<file path="src/hdl/sitp_pkg.sv">
package sitp_pkg;

    localparam logic [15:0] SKIP_RESET = 16'd2115;
    localparam int unsigned GAP_LEN    = 28;

    localparam logic [1:0] KIND_TITLE  = 2'd0;
    localparam logic [1:0] KIND_RECORD = 2'd1;
    localparam logic [1:0] KIND_END    = 2'd2;
    localparam logic [1:0] KIND_ERROR  = 2'd3;

    localparam logic [1:0] ERR_NO_QUOTE   = 2'd0;
    localparam logic [1:0] ERR_NOT_CLEAR  = 2'd1;
    localparam logic [1:0] ERR_BAD_GAP    = 2'd2;

    localparam logic [7:0] CH_COMMA  = 8'h2C;
    localparam logic [7:0] CH_LPAREN = 8'h28;
    localparam logic [7:0] CH_RPAREN = 8'h29;
    localparam logic [7:0] CH_QUOTE  = 8'h27;
    localparam logic [7:0] CH_BSLASH = 8'h5C;
    localparam logic [7:0] CH_SEMI   = 8'h3B;
    localparam logic [7:0] CH_SLASH  = 8'h2F;
    localparam logic [7:0] CH_ZERO   = 8'h30;

    typedef struct packed {
        logic [3:0]  field_index;
        logic        quote_seen;
        logic        quote_parity;
        logic        escape_pending;
        logic [31:0] page_acc;
        logic [15:0] space_acc;
        logic [7:0]  title_count;
        logic        gap_active;
        logic [4:0]  gap_match_pos;
        logic        halted;
    } parse_state_t;

    typedef struct packed {
        logic        valid;
        logic [1:0]  kind;
        logic [7:0]  title_byte;
        logic [31:0] page_number;
        logic [15:0] name_space;
        logic [7:0]  title_length;
        logic [1:0]  error_code;
    } result_t;

    // Text that opens the next insert statement: "\nINSERT INTO `page` VALUES ("
    function automatic logic [7:0] gap_char(input logic [4:0] pos);
        logic [7:0] ch;
        unique case (pos)
            5'd0:    ch = 8'h0A;
            5'd1:    ch = 8'h49;
            5'd2:    ch = 8'h4E;
            5'd3:    ch = 8'h53;
            5'd4:    ch = 8'h45;
            5'd5:    ch = 8'h52;
            5'd6:    ch = 8'h54;
            5'd7:    ch = 8'h20;
            5'd8:    ch = 8'h49;
            5'd9:    ch = 8'h4E;
            5'd10:   ch = 8'h54;
            5'd11:   ch = 8'h4F;
            5'd12:   ch = 8'h20;
            5'd13:   ch = 8'h60;
            5'd14:   ch = 8'h70;
            5'd15:   ch = 8'h61;
            5'd16:   ch = 8'h67;
            5'd17:   ch = 8'h65;
            5'd18:   ch = 8'h60;
            5'd19:   ch = 8'h20;
            5'd20:   ch = 8'h56;
            5'd21:   ch = 8'h41;
            5'd22:   ch = 8'h4C;
            5'd23:   ch = 8'h55;
            5'd24:   ch = 8'h45;
            5'd25:   ch = 8'h53;
            5'd26:   ch = 8'h20;
            5'd27:   ch = 8'h28;
            default: ch = 8'h00;
        endcase
        return ch;
    endfunction

endpackage

</file>
<file path="src/hdl/sitp_step.sv">
module sitp_step #(
    parameter int unsigned MAX_TITLE   = 255,
    parameter int unsigned FIELD_COUNT = 12
) (
    input  sitp_pkg::parse_state_t state_cur,
    input  logic [7:0]             data_byte,
    output sitp_pkg::parse_state_t state_nxt,
    output sitp_pkg::result_t      result
);

    localparam logic [3:0] FIELD_LAST = 4'(FIELD_COUNT - 1);
    localparam logic [3:0] FIELD_END  = 4'(FIELD_COUNT);
    localparam logic [7:0] TITLE_MAX  = 8'(MAX_TITLE);

    logic [3:0]  field_inc;
    logic [31:0] page_digit;
    logic [15:0] space_digit;
    logic [7:0]  title_inc;
    logic        is_comma;

    assign field_inc   = state_cur.field_index + 4'd1;
    assign page_digit  = {state_cur.page_acc[28:0], 3'b000} + {state_cur.page_acc[30:0], 1'b0}
                         + {24'd0, data_byte} - {24'd0, sitp_pkg::CH_ZERO};
    assign space_digit = {state_cur.space_acc[12:0], 3'b000}
                         + {state_cur.space_acc[14:0], 1'b0}
                         + {8'd0, data_byte} - {8'd0, sitp_pkg::CH_ZERO};
    assign title_inc   = (state_cur.title_count < TITLE_MAX) ? state_cur.title_count + 8'd1
                                                             : state_cur.title_count;
    assign is_comma    = (data_byte == sitp_pkg::CH_COMMA)
                         && !(state_cur.field_index == 4'd2 && state_cur.quote_parity);

    always_comb
    begin
        state_nxt = state_cur;
        result    = '0;
        if (state_cur.halted)
        begin
            state_nxt = state_cur;
        end
        else if (is_comma)
        begin
            if (field_inc >= FIELD_END && state_cur.page_acc != 32'd0)
            begin
                state_nxt.field_index = field_inc;
                state_nxt.halted      = 1'b1;
                result.valid          = 1'b1;
                result.kind           = sitp_pkg::KIND_ERROR;
                result.error_code     = sitp_pkg::ERR_NOT_CLEAR;
            end
            else
            begin
                state_nxt.field_index  = (field_inc >= FIELD_END) ? 4'd0 : field_inc;
                state_nxt.quote_seen   = 1'b0;
                state_nxt.quote_parity = 1'b0;
            end
        end
        else if (state_cur.field_index == 4'd0)
        begin
            if (data_byte != sitp_pkg::CH_LPAREN)
            begin
                state_nxt.page_acc = page_digit;
            end
        end
        else if (state_cur.field_index == 4'd1)
        begin
            state_nxt.space_acc = space_digit;
        end
        else if (state_cur.field_index == 4'd2)
        begin
            if (!state_cur.quote_seen)
            begin
                if (data_byte != sitp_pkg::CH_QUOTE)
                begin
                    state_nxt.halted  = 1'b1;
                    result.valid      = 1'b1;
                    result.kind       = sitp_pkg::KIND_ERROR;
                    result.error_code = sitp_pkg::ERR_NO_QUOTE;
                end
                else
                begin
                    state_nxt.escape_pending = 1'b0;
                    state_nxt.quote_seen     = 1'b1;
                    state_nxt.quote_parity   = 1'b1;
                end
            end
            else if (data_byte == sitp_pkg::CH_QUOTE && !state_cur.escape_pending)
            begin
                state_nxt.quote_parity = !state_cur.quote_parity;
                // doubled quote inside the title
                if (!state_cur.quote_parity)
                begin
                    state_nxt.title_count = title_inc;
                    result.valid          = 1'b1;
                    result.kind           = sitp_pkg::KIND_TITLE;
                    result.title_byte     = sitp_pkg::CH_QUOTE;
                end
            end
            else if (data_byte == sitp_pkg::CH_BSLASH && !state_cur.escape_pending)
            begin
                state_nxt.escape_pending = 1'b1;
            end
            else
            begin
                state_nxt.escape_pending = 1'b0;
                state_nxt.title_count    = title_inc;
                result.valid             = 1'b1;
                result.kind              = sitp_pkg::KIND_TITLE;
                result.title_byte        = data_byte;
            end
        end
        else if (state_cur.field_index == FIELD_LAST)
        begin
            if (data_byte == sitp_pkg::CH_RPAREN)
            begin
                result.valid          = 1'b1;
                result.kind           = sitp_pkg::KIND_RECORD;
                result.page_number    = state_cur.page_acc;
                result.name_space     = state_cur.space_acc;
                result.title_length   = state_cur.title_count;
                state_nxt.page_acc    = 32'd0;
                state_nxt.space_acc   = 16'd0;
                state_nxt.title_count = 8'd0;
            end
            else if (data_byte == sitp_pkg::CH_SEMI)
            begin
                state_nxt.gap_active    = 1'b1;
                state_nxt.gap_match_pos = 5'd0;
            end
            else if (state_cur.gap_active)
            begin
                if (state_cur.gap_match_pos < 5'(sitp_pkg::GAP_LEN)
                    && data_byte == sitp_pkg::gap_char(state_cur.gap_match_pos))
                begin
                    state_nxt.gap_match_pos = state_cur.gap_match_pos + 5'd1;
                    if (data_byte == sitp_pkg::CH_LPAREN)
                    begin
                        state_nxt.gap_active    = 1'b0;
                        state_nxt.gap_match_pos = 5'd0;
                        state_nxt.field_index   = 4'd0;
                        state_nxt.quote_seen    = 1'b0;
                        state_nxt.quote_parity  = 1'b0;
                    end
                end
                else if (data_byte == sitp_pkg::CH_SLASH)
                begin
                    state_nxt.halted = 1'b1;
                    result.valid     = 1'b1;
                    result.kind      = sitp_pkg::KIND_END;
                end
                else
                begin
                    state_nxt.halted  = 1'b1;
                    result.valid      = 1'b1;
                    result.kind       = sitp_pkg::KIND_ERROR;
                    result.error_code = sitp_pkg::ERR_BAD_GAP;
                end
            end
        end
    end

endmodule

</file>
<file path="src/hdl/sql_insert_tuple_parser_core.sv">
// A byte accepted into byte_reg is parsed when it advances; its result beat is then
// registered in out_reg. Throughput: one byte per cycle while out_ready holds no
// result beat stalled; the parse state update loops through state_reg alone.
// Reset (rst_n, async, active low) clears the parse state, reloads the header skip
// count to 2115 and empties both register stages.
module sql_insert_tuple_parser_core #(
    parameter int unsigned MAX_TITLE   = 255,
    parameter int unsigned FIELD_COUNT = 12
) (
    input  logic        clk,
    input  logic        rst_n,
    input  logic        cfg_valid,
    output logic        cfg_ready,
    input  logic [15:0] header_skip,
    input  logic        in_valid,
    output logic        in_ready,
    input  logic [7:0]  data_byte,
    output logic        out_valid,
    input  logic        out_ready,
    output logic [1:0]  kind,
    output logic [7:0]  title_byte,
    output logic [31:0] page_number,
    output logic [15:0] name_space,
    output logic [7:0]  title_length,
    output logic [1:0]  error_code
);

    sitp_pkg::parse_state_t state_reg, state_next, step_state;
    sitp_pkg::result_t      step_result;
    sitp_pkg::result_t      out_reg, out_next;
    logic                   out_valid_reg, out_valid_next;
    logic                   byte_valid_reg, byte_valid_next;
    logic [7:0]             byte_reg, byte_next;
    logic [15:0]            skip_left_reg, skip_left_next;
    logic                   advance;
    logic                   parse_en;

    sitp_step #(
        .MAX_TITLE   (MAX_TITLE),
        .FIELD_COUNT (FIELD_COUNT)
    ) u_step (
        .state_cur (state_reg),
        .data_byte (byte_reg),
        .state_nxt (step_state),
        .result    (step_result)
    );

    assign advance   = byte_valid_reg && (!out_valid_reg || out_ready);
    assign parse_en  = advance && !state_reg.halted && (skip_left_reg == 16'd0);
    assign in_ready  = !byte_valid_reg || advance;
    assign cfg_ready = 1'b1;

    always_comb
    begin
        byte_valid_next = byte_valid_reg;
        byte_next       = byte_reg;
        if (in_valid && in_ready)
        begin
            byte_valid_next = 1'b1;
            byte_next       = data_byte;
        end
        else if (advance)
        begin
            byte_valid_next = 1'b0;
        end
    end

    always_comb
    begin
        skip_left_next = skip_left_reg;
        state_next     = state_reg;
        if (cfg_valid && cfg_ready)
        begin
            skip_left_next = header_skip;
        end
        else if (advance && !state_reg.halted && skip_left_reg != 16'd0)
        begin
            skip_left_next = skip_left_reg - 16'd1;
        end
        if (parse_en)
        begin
            state_next = step_state;
        end
    end

    always_comb
    begin
        out_valid_next = out_valid_reg;
        out_next       = out_reg;
        if (advance)
        begin
            out_valid_next = parse_en && step_result.valid;
            out_next       = step_result;
        end
        else if (out_ready)
        begin
            out_valid_next = 1'b0;
        end
    end

    always_ff @(posedge clk or negedge rst_n)
    begin
        if (!rst_n)
        begin
            byte_valid_reg <= 1'b0;
            out_valid_reg  <= 1'b0;
            skip_left_reg  <= sitp_pkg::SKIP_RESET;
            state_reg      <= '0;
        end
        else
        begin
            byte_valid_reg <= byte_valid_next;
            out_valid_reg  <= out_valid_next;
            skip_left_reg  <= skip_left_next;
            state_reg      <= state_next;
        end
    end

    always_ff @(posedge clk)
    begin
        byte_reg <= byte_next;
        out_reg  <= out_next;
    end

    assign out_valid    = out_valid_reg;
    assign kind         = out_reg.kind;
    assign title_byte   = out_reg.title_byte;
    assign page_number  = out_reg.page_number;
    assign name_space   = out_reg.name_space;
    assign title_length = out_reg.title_length;
    assign error_code   = out_reg.error_code;

endmodule

</file>
<file path="config.mk">
export PLATFORM = sky130hd
export DESIGN_NAME = sql_insert_tuple_parser_core
export DESIGN_NICKNAME = d
export VERILOG_FILES = /design/src/hdl/sitp_pkg.sv /design/src/hdl/sitp_step.sv /design/src/hdl/sql_insert_tuple_parser_core.sv
export SDC_FILE = /design/constraint.sdc
export NUM_CORES = 1
export LEC_CHECK = 0
export BUFFER_PORTS_ARGS = -buffer_cell sky130_fd_sc_hd__buf_4
export CELL_PAD_IN_SITES_DETAIL_PLACEMENT = 0
export CELL_PAD_IN_SITES_GLOBAL_PLACEMENT = 1
export CORE_MARGIN = 5
export CORE_UTILIZATION = 48
export DETAILED_ROUTE_END_ITERATION = 8
export GPL_TIMING_DRIVEN = 0
export MAX_ROUTING_LAYER = met4
export PLACE_DENSITY = 0.86
export SKIP_LAST_GASP = 1
export SLEW_MARGIN = 10
export SYNTH_ARGS = -nofsm -noshare
export SYNTH_HDL_FRONTEND = slang
export SYNTH_HIERARCHICAL = 1
export SYNTH_SLANG_ARGS = --single-unit
</file>
<file path="constraint.sdc">
create_clock -name clk -period 4.2 [get_ports clk]
set_input_delay 0.21 -clock clk [delete_from_list [all_inputs] [get_ports clk]]
set_output_delay 0.21 -clock clk [all_outputs]
set_load 0.005 [all_outputs]
</file>
==> results.toml, run 1 <==
[outcome]
status = "finished clean"

[final_layout]
fillers = 2231
drive_gt1_share_pct = 17.43
largest_reg_flops = 70
antenna_cells = 0
layout.cells.non_filler = 1747
areaGrowthSynthToFinish_pct = 16.75
post-route-util_pct = 56.85
fin_nets = 1577

[yosys]
async_flop_share_pct = 53.66
synth_top_family_by_area = "adder cells"
synth-adder-area-share_pct = 15.43
ys_types = 74
synth_edf_count = 76
seq_area_frac_synth_pct = 36.61
synthXorXnorAreaFrac_pct = 3.500
synth_seq_cells = 164
ys_warn_count = 6
netlist_instances = 1263
synth_ff_type = "dfrtp_1"
syn-cell-area_sq_um = 12260
syn_area_per_cell_sq_um = 9.708
synth_mux_area_share_pct = 9.449
synthSimpleGateAreaFrac_pct = 15.40
synth-compound-area-share_pct = 12.82
synth_nets = 1436

[worst_setup_path]
required_ns = 4.51
worst-path-max-fanout = 5
cp.arrival_ns = 4.36
cp-start-kind = "flip-flop"
cp-end-kind = "flip-flop"
crit_type = "reg -> reg"

[drt]
met2WireLength_um = 13840
drtAntennaViolNets = 0
drt-total-wl_um = 29290
routed_via_density = 5.545
wl_met3_um = 1423
top_layer = "met4"
num_vias = 9687
drt_iter0_markers = 625
post_drt_wl_per_cell_um = 16.77
wl_met1_um = 13760
drc_errors = 0
first_pass_iters = 5

[power_and_ir_drop]
p_per_area_nw_per_um2 = 265.1
ir_worst_vdd_mv = 0.2086
leakagePower_nw = 6.585
finalPower_mw = 3.796

[sta]
final.setup.tns_ns = 0
worstMarginPinSlew_ns = 0.9432
finClkSkew_ns = 0.01761
period_share_pct = 96.43
rsz0062_at_grt = "true"
fin_ws_ns = 0.1499
maxSlewHeadroom_pct = 36.54
drv_slew = 0
max_freq_ghz = 0.2469
period_needed_ns = 4.050
hold_violations = 0
setup_viol = 0

[placement]
dp_slack_ns = -0.2629
port_buffers = 98
hpwl_um = 21640
place_inst = 1692
gp_congestion = 0.9100

[cts]
clkLatencyLatePin_ns = 0.43
cts_tree = "yes"
cts_made_buffers = 17
cts.clk_slew.worst_paths_ns = 0.08
htreeDepth = 4
root_buffer = "clkbuf_16"
cts_buffer_depth = 2
cts_sinks = 164

[global_routing]
grt_max_degree = 89
overflow = 0
antenna_found_initial = 0
grt_pass1_vias = 9467
grtUsageTotal_pct = 20.96
grt_pass1_wl_um = 47970

[die]
core_area_sq_um = 25180
die_y_um = 169.8
dieWidth_um = 169.8
rows = 58
initial_utilization_pct = 48.69
io_pins = 100
die_area_sq_um = 28840

[job]
maxCapViolCount = 0

[worst_hold_path]
hold_path.class = "in -> reg"
[placed cells by master (no fill, tap or decap), types with 12 or more instances in the layout]
| cell type | synthesis | routed |
|---|---|---|
| a21o_1 | 13 | 13 |
| xor2_1 | 20 | 20 |
| dfrtp_1 | 84 | 83 |
| o21ai_0 | 90 | 87 |
| and2_1 | 23 | 22 |
| ha_1 | 132 | 132 |
| a21oi_1 | 46 | 45 |
| a31oi_1 | 13 | 12 |
| edfxtp_1 | 76 | 76 |
| inv_1 | 155 | 152 |
| dlygate4sd3_1 | 0 | 20 |
| nand3_1 | 51 | 50 |
| nand2_1 | 89 | 89 |
| xnor2_1 | 29 | 29 |
| clkbuf_16 | 0 | 17 |
| mux2_4 | 70 | 70 |
| clkbuf_1 | 32 | 32 |
| buf_4 | 3 | 103 |
| nor3_1 | 21 | 21 |
| fa_1 | 12 | 12 |
| nor2_1 | 91 | 91 |
| nand4_1 | 18 | 18 |
| nor4_1 | 13 | 13 |
[worst max-delay path, stage by stage, from the launching register on]
cell	delay, ns
edfxtp_1	0.45
inv_4	0.13
ha_1	0.24
fa_1	0.49
inv_1	0.04
ha_1	0.21
or4_1	0.45
a211o_1	0.31
o211ai_1	0.32
nand3_2	0.20
a31oi_2	0.26
o21ai_0	0.11
a21oi_1	0.19
xor2_1	0.17
o21ai_0	0.09
mux2_4	0.28
[where the power goes]
group / internal [mW] / switching [mW]
Combinational: 0.191 / 0.222
Sequential: 1.73 / 0.0368
Clock: 0.895 / 0.723
[synth_stat cells, types with 3 or more instances]
master	number	area [sq um]
inv_1	155	581.8
ha_1	132	1652
nor2_1	91	341.6
o21ai_0	90	450.4
nand2_1	89	334.1
dfrtp_1	84	2102
edfxtp_1	76	2282
mux2_4	70	1051
nand3_1	51	255.2
a21oi_1	46	230.2
clkbuf_1	32	120.1
xnor2_1	29	254.0
and2_1	23	143.9
nor3_1	21	105.1
xor2_1	20	175.2
nand4_1	18	112.6
a21o_1	13	97.59
a31oi_1	13	81.33
nor4_1	13	81.33
fa_1	12	240.2
nand2b_1	11	68.82
or4_1	11	82.58
a22o_1	10	87.58
nor2b_1	10	62.56
or3_1	10	62.56
and3_1	9	56.30
o21bai_1	9	67.56
o311ai_0	8	70.07
o31ai_1	8	60.06
a211oi_1	7	52.55
buf_6	7	78.83
o211ai_1	6	45.04
o22ai_1	6	37.54
dfstp_2	4	105.1
mux2i_1	4	40.04
o21a_1	4	30.03
a211o_1	3	26.28
a21boi_0	3	22.52
buf_4	3	22.52
mux4_2	3	67.56
nand3b_1	3	22.52
nor3b_1	3	22.52
or2_2	3	18.77
[what timing repair did]
action | in CTS | in global routing
endpoints found under the setup margin | 7 | 26
pin swaps | 0 | 5
hold buffers | 19 | 1
hold endpoints to repair | 19 | 84
buffers inserted | 1 | 2
resized for setup | 3 | 16
[final cells by class]
class	count	area [sq um]	area share, %
Tap cell	330	412.9	2.884
Timing Repair Buffer	122	982.2	6.861
Clock buffer	17	425.4	2.972
Multi-Input combinational cell	896	7005	48.93
Buffer	47	244.0	1.704
Inverter	156	588.1	4.108
Sequential cell	164	4491	31.37
Clock inverter	15	167.7	1.171
[worst paths after layout]
kind	startpoint	end	slack, ns	cells after the start
min	header_skip[1]	skip_left_reg[1]$_DFFE_PN1P_	0.03	2
min in group asynchronous	rst_n	skip_left_reg[7]$_DFFE_PN0P_	0.43	2
min reg2reg	state_reg[25]$_DFFE_PN0P_	state_reg[25]$_DFFE_PN0P_	0.52	1
max in group asynchronous	rst_n	state_reg[34]$_DFFE_PN0P_	3.17	2
max	byte_reg[7]$_DFFE_PP_	state_reg[60]$_DFFE_PN0P_	0.15	15
max reg2reg	byte_reg[7]$_DFFE_PP_	state_reg[60]$_DFFE_PN0P_	0.15	15
[routing by layer]
layer / vias up / global-route usage, %
met1: 4654 / 29.01
met4: 0 / 4.165
met2: 247 / 33.66
met3: 22 / 2.416
li1: 4764 / -
met5: - / -
[through the flow]
step,hold slack (ns),instance area (sq um)
floorplan,-0.08559,12260
global placement,0.4075,13410
detailed placement,0.4068,13430
CTS,0.007273,14230
global route,0.03117,14320
finish,0.03220,14320
[cell families after synthesis]
kind of cell               count (synthesis)
xor gates and xnor gates                  49
DFF                                      164
and+or+nand+nor                          376
adders and majority gates                144
AOI/OAI and AO/OA                        249
other                                      1
muxes                                     77
buffers and inverters                    203
No activity file was read; power rests on OpenSTA's default activity.
==> inputs of run 2 (changes only) <==
- PLACE_DENSITY: 0.86 -> not set
- PLACE_DENSITY_LB_ADDON: not set -> 0.1
==> results.toml, run 2 (synthesized netlist as in run 1, its figures left out) <==
[die]
die_area_sq_um = 28840
die_y_um = 169.8
dieWidth_um = 169.8
core_area_sq_um = 25180
io_pins = 100
initial_utilization_pct = 48.69
rows = 58

[worst_setup_path]
crit_path_max_incr_delay_ns = 0.48
cp.arrival_ns = 4.31
crit_chain = "inv_2, ha_1, fa_1, inv_1, ha_2, or4_4, a211o_1, o211ai_1, nand3_2, a31oi_4, o21ai_1, a21oi_1, xor2_1, o21ai_0, mux2_4"
worst-path-max-fanout = 5
required_ns = 4.51
cp-end-kind = "flip-flop"
cp_slowest_cell = "fa_1"
crit_type = "reg -> reg"
cp-start-kind = "flip-flop"
r2r_slack_ns = 0.20

[placement]
hpwl_um = 21620
port_buffers = 98
place_area_sq_um = 13430
gp_congestion = 0.8541

[cts]
cts.clk_slew.worst_paths_ns = 0.07
htreeDepth = 4
cts_buffer_depth = 2
cts_tree = "yes"
cts_made_buffers = 17
root_buffer = "clkbuf_16"
clkLatencyLatePin_ns = 0.43
cts_sinks = 164

[drt]
drtAntennaViolNets = 0
drc_errors = 0
routed_via_density = 5.491
num_vias = 9614
first_pass_iters = 5
drt_iter0_markers = 408
post_drt_wl_per_cell_um = 16.50
drt-total-wl_um = 28890

[power_and_ir_drop]
finalPower_mw = 3.732
p_per_area_nw_per_um2 = 259.7
leakagePower_nw = 6.591
ir_worst_vdd_mv = 0.2054

[final_layout]
drive_gt1_share_pct = 18.09
antenna_cells = 0
largest_reg_flops = 70
areaGrowthSynthToFinish_pct = 17.18
fin_nets = 1581
final_area_sq_um = 14370
layout_commonest_cell = "inv_1"
mostFrequentLayoutCells = "inv_1 (150), ha_1 (131), buf_4 (105)"

[sta]
whs_ns = 0.02886
finClkSkew_ns = 0.01476
maxSlewHeadroom_pct = 39.52
final.setup.tns_ns = 0
worstMarginPinSlew_ns = 0.8997
hold_violations = 0
drv_slew = 0
setup_viol = 0
period_share_pct = 95.16
period_needed_ns = 3.997
max_freq_ghz = 0.2502

[global_routing]
grtUsageTotal_pct = 20.82
grt_pass1_wl_um = 47250
overflow = 0
grt_pass1_vias = 9206
grt_max_degree = 89
antenna_found_initial = 0

[worst_hold_path]
hold_path.class = "in -> reg"

[outcome]
status = "finished clean"

[job]
maxCapViolCount = 0
[run 2: cell types whose count changed in the layout (fill, tap and decap cells not counted), sizes merged]
cell         change
bufinv           -1
clkbuf           +2
clkinv           +1
clkinvlp         +2
inv              -4
buf              +2
dlygate4sd3      +2
[run 2: worst paths after layout]
check / startpoint / endpoint / depth (start not counted)
min in group asynchronous: rst_n / state_reg[43]$_DFFE_PN0P_ / 2
min: header_skip[15] / skip_left_reg[15]$_DFFE_PN0P_ / 2
max reg2reg: byte_reg[7]$_DFFE_PP_ / state_reg[60]$_DFFE_PN0P_ / 15
max in group asynchronous: rst_n / state_reg[31]$_DFFE_PN0P_ / 2
min reg2reg: state_reg[68]$_DFFE_PN0P_ / state_reg[68]$_DFFE_PN0P_ / 1
max: byte_reg[7]$_DFFE_PP_ / state_reg[60]$_DFFE_PN0P_ / 15
[run 2: report_power, final]
part           internal [mW]  leakage (nW)  switching [mW]
registers               1.73          1.97          0.0368
clock network          0.856         0.278           0.692
logic                  0.196          4.35           0.224
total                   2.78          6.59           0.952
[run 2: what timing repair did]
item	4_1_cts	5_1_grt
pin swaps	0	6
resized for setup	5	23
setup buffers	2	3
endpoints found under the hold margin	21	84
hold buffers	21	1
endpoints found under the setup margin	7	35
[run 2: layer usage]
metal | wire length [um] | share of wire (%) | track usage (%) | up-vias
met5 | 0 | 0 | - | -
met4 | 422 | 1.5 | 5.915 | 0
met3 | 1139 | 3.9 | 2.625 | 34
met2 | 13320 | 46 | 32.12 | 194
met1 | 14010 | 48 | 29.05 | 4603
li1 | - | - | - | 4783
[run 2: critical path, delay by kind of cell (launching register included)]
family	cells	cell delay, ns
AOI/OAI and AO/OA	6	1.23
adders and majority gates	3	0.92
and+or+nand+nor	2	0.64
DFF	1	0.46
muxes	1	0.28
buffers and inverters	2	0.18
xor gates and xnor gates	1	0.17
[run 2: layout make-up]
| class | count | area, sq um |
|---|---|---|
| multi-input combinational | 896 | 7042 |
| clock buffer | 19 | 452.9 |
| fill | 2284 | 10810 |
| tap | 330 | 412.9 |
| buffer | 47 | 244.0 |
| inverter | 156 | 585.6 |
| sequential | 164 | 4491 |
| clock inverter | 13 | 123.9 |
| timing repair buffer | 126 | 1017 |
[run 2: per-stage QoR]
stage          cells  setup slack (ns)  utilization [%]
4_1_cts         1747          -0.08288            56.59
5_1_grt         1751         -0.006940            57.06
3_3_place_gp    1691           -0.3274            53.25
3_5_place_dp    1692           -0.3028            53.34
2_1_floorplan   1263            0.4116                -
6_report        1751            0.2032            57.06
==> inputs of run 3 (changes only) <==
- ABC_AREA: not set -> 1
- CORE_UTILIZATION: 48 -> 46
==> results.toml, run 3 <==
[die]
io_pins = 100
initial_utilization_pct = 46.94
die_area_sq_um = 31980
dieWidth_um = 178.8
rows = 61
die_y_um = 178.8
core_area_sq_um = 27930

[yosys]
synth_top_area_share_pct = 17.41
async_flop_share_pct = 53.66
synth_edf_count = 76
synth_ff_type = "dfrtp_1"
synth_nets = 1907
seq_area_frac_synth_pct = 34.24
ys_types = 53
syn_area_per_cell_sq_um = 7.561
synth.most_common_cell = "nand2_1"
netlist_instances = 1734
syn-cell-area_sq_um = 13110
ys_warn_count = 6
ys_top_cells_by_area = "edfxtp_1 (17%), dfrtp_1 (16%), ha_1 (13%)"
synthTopCellsByCount = "nand2_1 (389), inv_1 (335), nor2_1 (136)"
synth_top_area_cell = "edfxtp_1"
synth_seq_cells = 164

[power_and_ir_drop]
power_frac_seq_pct = 47.5
p_per_area_nw_per_um2 = 246.4
p_comb_share_pct = 9.0
finalPower_mw = 3.723
leakagePower_nw = 7.211
ir_worst_vdd_mv = 0.2289
clkPwrFrac_pct = 43.6
p_switching_mw = 0.9238
p_sw_share_pct = 24.81
p_int_mw = 2.799

[drt]
routed_via_density = 5.023
drtAntennaViolNets = 0
num_vias = 11340
drc_errors = 0
post_drt_wl_per_cell_um = 15.55
drt-total-wl_um = 35110
drt_iter0_markers = 650
first_pass_iters = 5

[cts]
htreeDepth = 4
cts_tree = "yes"
root_buffer = "clkbuf_16"
clkLatencyLatePin_ns = 0.44
cts_made_buffers = 17
cts_buffer_depth = 2
cts_sinks = 164
post-cts-setup-buffer-count = 0
cts.clk_slew.worst_paths_ns = 0.06

[final_layout]
antenna_cells = 0
final_area_sq_um = 15110
layout_commonest_cell = "nand2_1"
mostFrequentLayoutCells = "nand2_1 (389), inv_1 (335), nor2_1 (136)"
largest_reg_flops = 70
drive_gt1_share_pct = 14.73
fin_nets = 2040
areaGrowthSynthToFinish_pct = 15.27

[sta]
finClkSkew_ns = 0.01893
hold_violations = 0
period_share_pct = 92.92
rsz0062_at_grt = "false"
maxSlewHeadroom_pct = 36.73
drv_slew = 0
period_needed_ns = 3.903
max_freq_ghz = 0.2562
setup_viol = 0
worstMarginPinSlew_ns = 0.9491

[worst_setup_path]
cp-start-kind = "flip-flop"
crit_type = "reg -> reg"
cp.arrival_ns = 4.20
worst-path-max-fanout = 6
cp-end-kind = "flip-flop"
required_ns = 4.50

[global_routing]
overflow = 0
grtUsageTotal_pct = 23.29
grt_pass1_wl_um = 57530
grt_pass1_vias = 11140
antenna_found_initial = 0
grt_max_degree = 89

[placement]
place_area_sq_um = 14370
port_buffers = 98
hpwl_um = 27220
gp_congestion = 0.9125

[worst_hold_path]
hold_path.class = "in -> reg"

[job]
maxCapViolCount = 0

[outcome]
status = "finished clean"
run 3: power by group through the flow:
| stage | Clock, mW | Sequential, mW | Combinational (mW) |
|---|---|---|---|
| 6_report | 1.62 | 1.77 | 0.334 |
| 5_1_grt | 1.74 | 1.77 | 0.381 |
| 4_1_cts | 1.67 | 1.77 | 0.337 |
| 3_5_place_dp | 0 | 1.80 | 0.325 |
| 3_3_place_gp | 0 | 1.80 | 0.316 |
| 2_1_floorplan | 0 | 1.79 | 0.185 |
run 3: routing by layer:
| layer | global-route usage [%] | part of all wire, % | vias up |
|---|---|---|---|
| li1 | - | - | 5840 |
| met1 | 30.87 | 48 | 5292 |
| met2 | 38.61 | 48 | 178 |
| met5 | - | 0 | - |
| met4 | 5.181 | 1.3 | 0 |
| met3 | 2.741 | 3.4 | 33 |
run 3: critical path: stages (launching register included):
cell	delay, ns
edfxtp_1	0.54
inv_1	0.21
fa_1	0.57
inv_1	0.05
ha_1	0.27
ha_1	0.17
inv_1	0.06
fa_1	0.46
o21ai_2	0.26
a21boi_1	0.22
o21ai_1	0.24
nand2_1	0.08
nand2_1	0.11
nand3_1	0.10
nand2_1	0.07
nand2_1	0.05
nand3_1	0.11
nand2_1	0.06
inv_1	0.05
o21ai_1	0.06
run 3: per-stage QoR:
step | hold WS (ns) | std cells | utilization, % | TNS [ns] | setup WS, ns
after floorplan | -0.08559 | 1734 | - | 0 | 0.8373
after global placement | 0.3887 | 2210 | 51.26 | -34.58 | -0.4564
after detailed placement | 0.3895 | 2212 | 51.44 | 0 | 0.1644
after CTS | 0.01114 | 2258 | 54.08 | 0 | 0.1271
after global routing | 0.03569 | 2258 | 54.10 | 0 | 0.02836
final | 0.03070 | 2258 | 54.10 | 0 | 0.2973
run 3: worst paths after layout:
kind	depth (start not counted)	start	to	slack, ns
worst min register to register	2	state_reg[26]$_DFFE_PN0P_	state_reg[26]$_DFFE_PN0P_	0.49
worst max-delay path	19	byte_reg[3]$_DFFE_PP_	state_reg[50]$_DFFE_PN0P_	0.30
worst min-delay path	3	header_skip[10]	skip_left_reg[10]$_DFFE_PN0P_	0.03
min in group asynchronous	2	rst_n	byte_valid_reg$_DFFE_PN0P_	0.46
worst max register to register	19	byte_reg[3]$_DFFE_PP_	state_reg[50]$_DFFE_PN0P_	0.30
max in group asynchronous	2	rst_n	state_reg[56]$_DFFE_PN0P_	3.09
run 3: final cells by class:
class | count | area, sq um
well taps | 378 | 473.0
plain buffers | 38 | 296.5
clock inverters | 10 | 121.4
clock buffers | 22 | 475.5
fillers | 2818 | 12820
multi-input cells | 1181 | 7018
inverters | 351 | 1320
flip-flops and latches | 164 | 4489
repair buffers | 114 | 919.6
run 3: logic make-up (layout without fill, tap and decap cells):
| family | count (synthesis) | count (layout) | synth area share [%] |
|---|---|---|---|
| compound gates | 270 | 270 | 12.18 |
| xor+xnor | 27 | 27 | 1.804 |
| fa+ha+maj | 144 | 144 | 14.43 |
| buf+inv | 389 | 535 | 12.33 |
| flops | 164 | 164 | 34.24 |
| other cells | 1 | 1 | 0.02860 |
| simple gates | 739 | 739 | 24.99 |
run 3: repair_timing:
| item | CTS | global route |
|---|---|---|
| hold endpoints to repair | 97 | 0 |
| gates resized for setup | 0 | 4 |
| hold buffers | 14 | 0 |
| setup endpoints to repair | 0 | 6 |
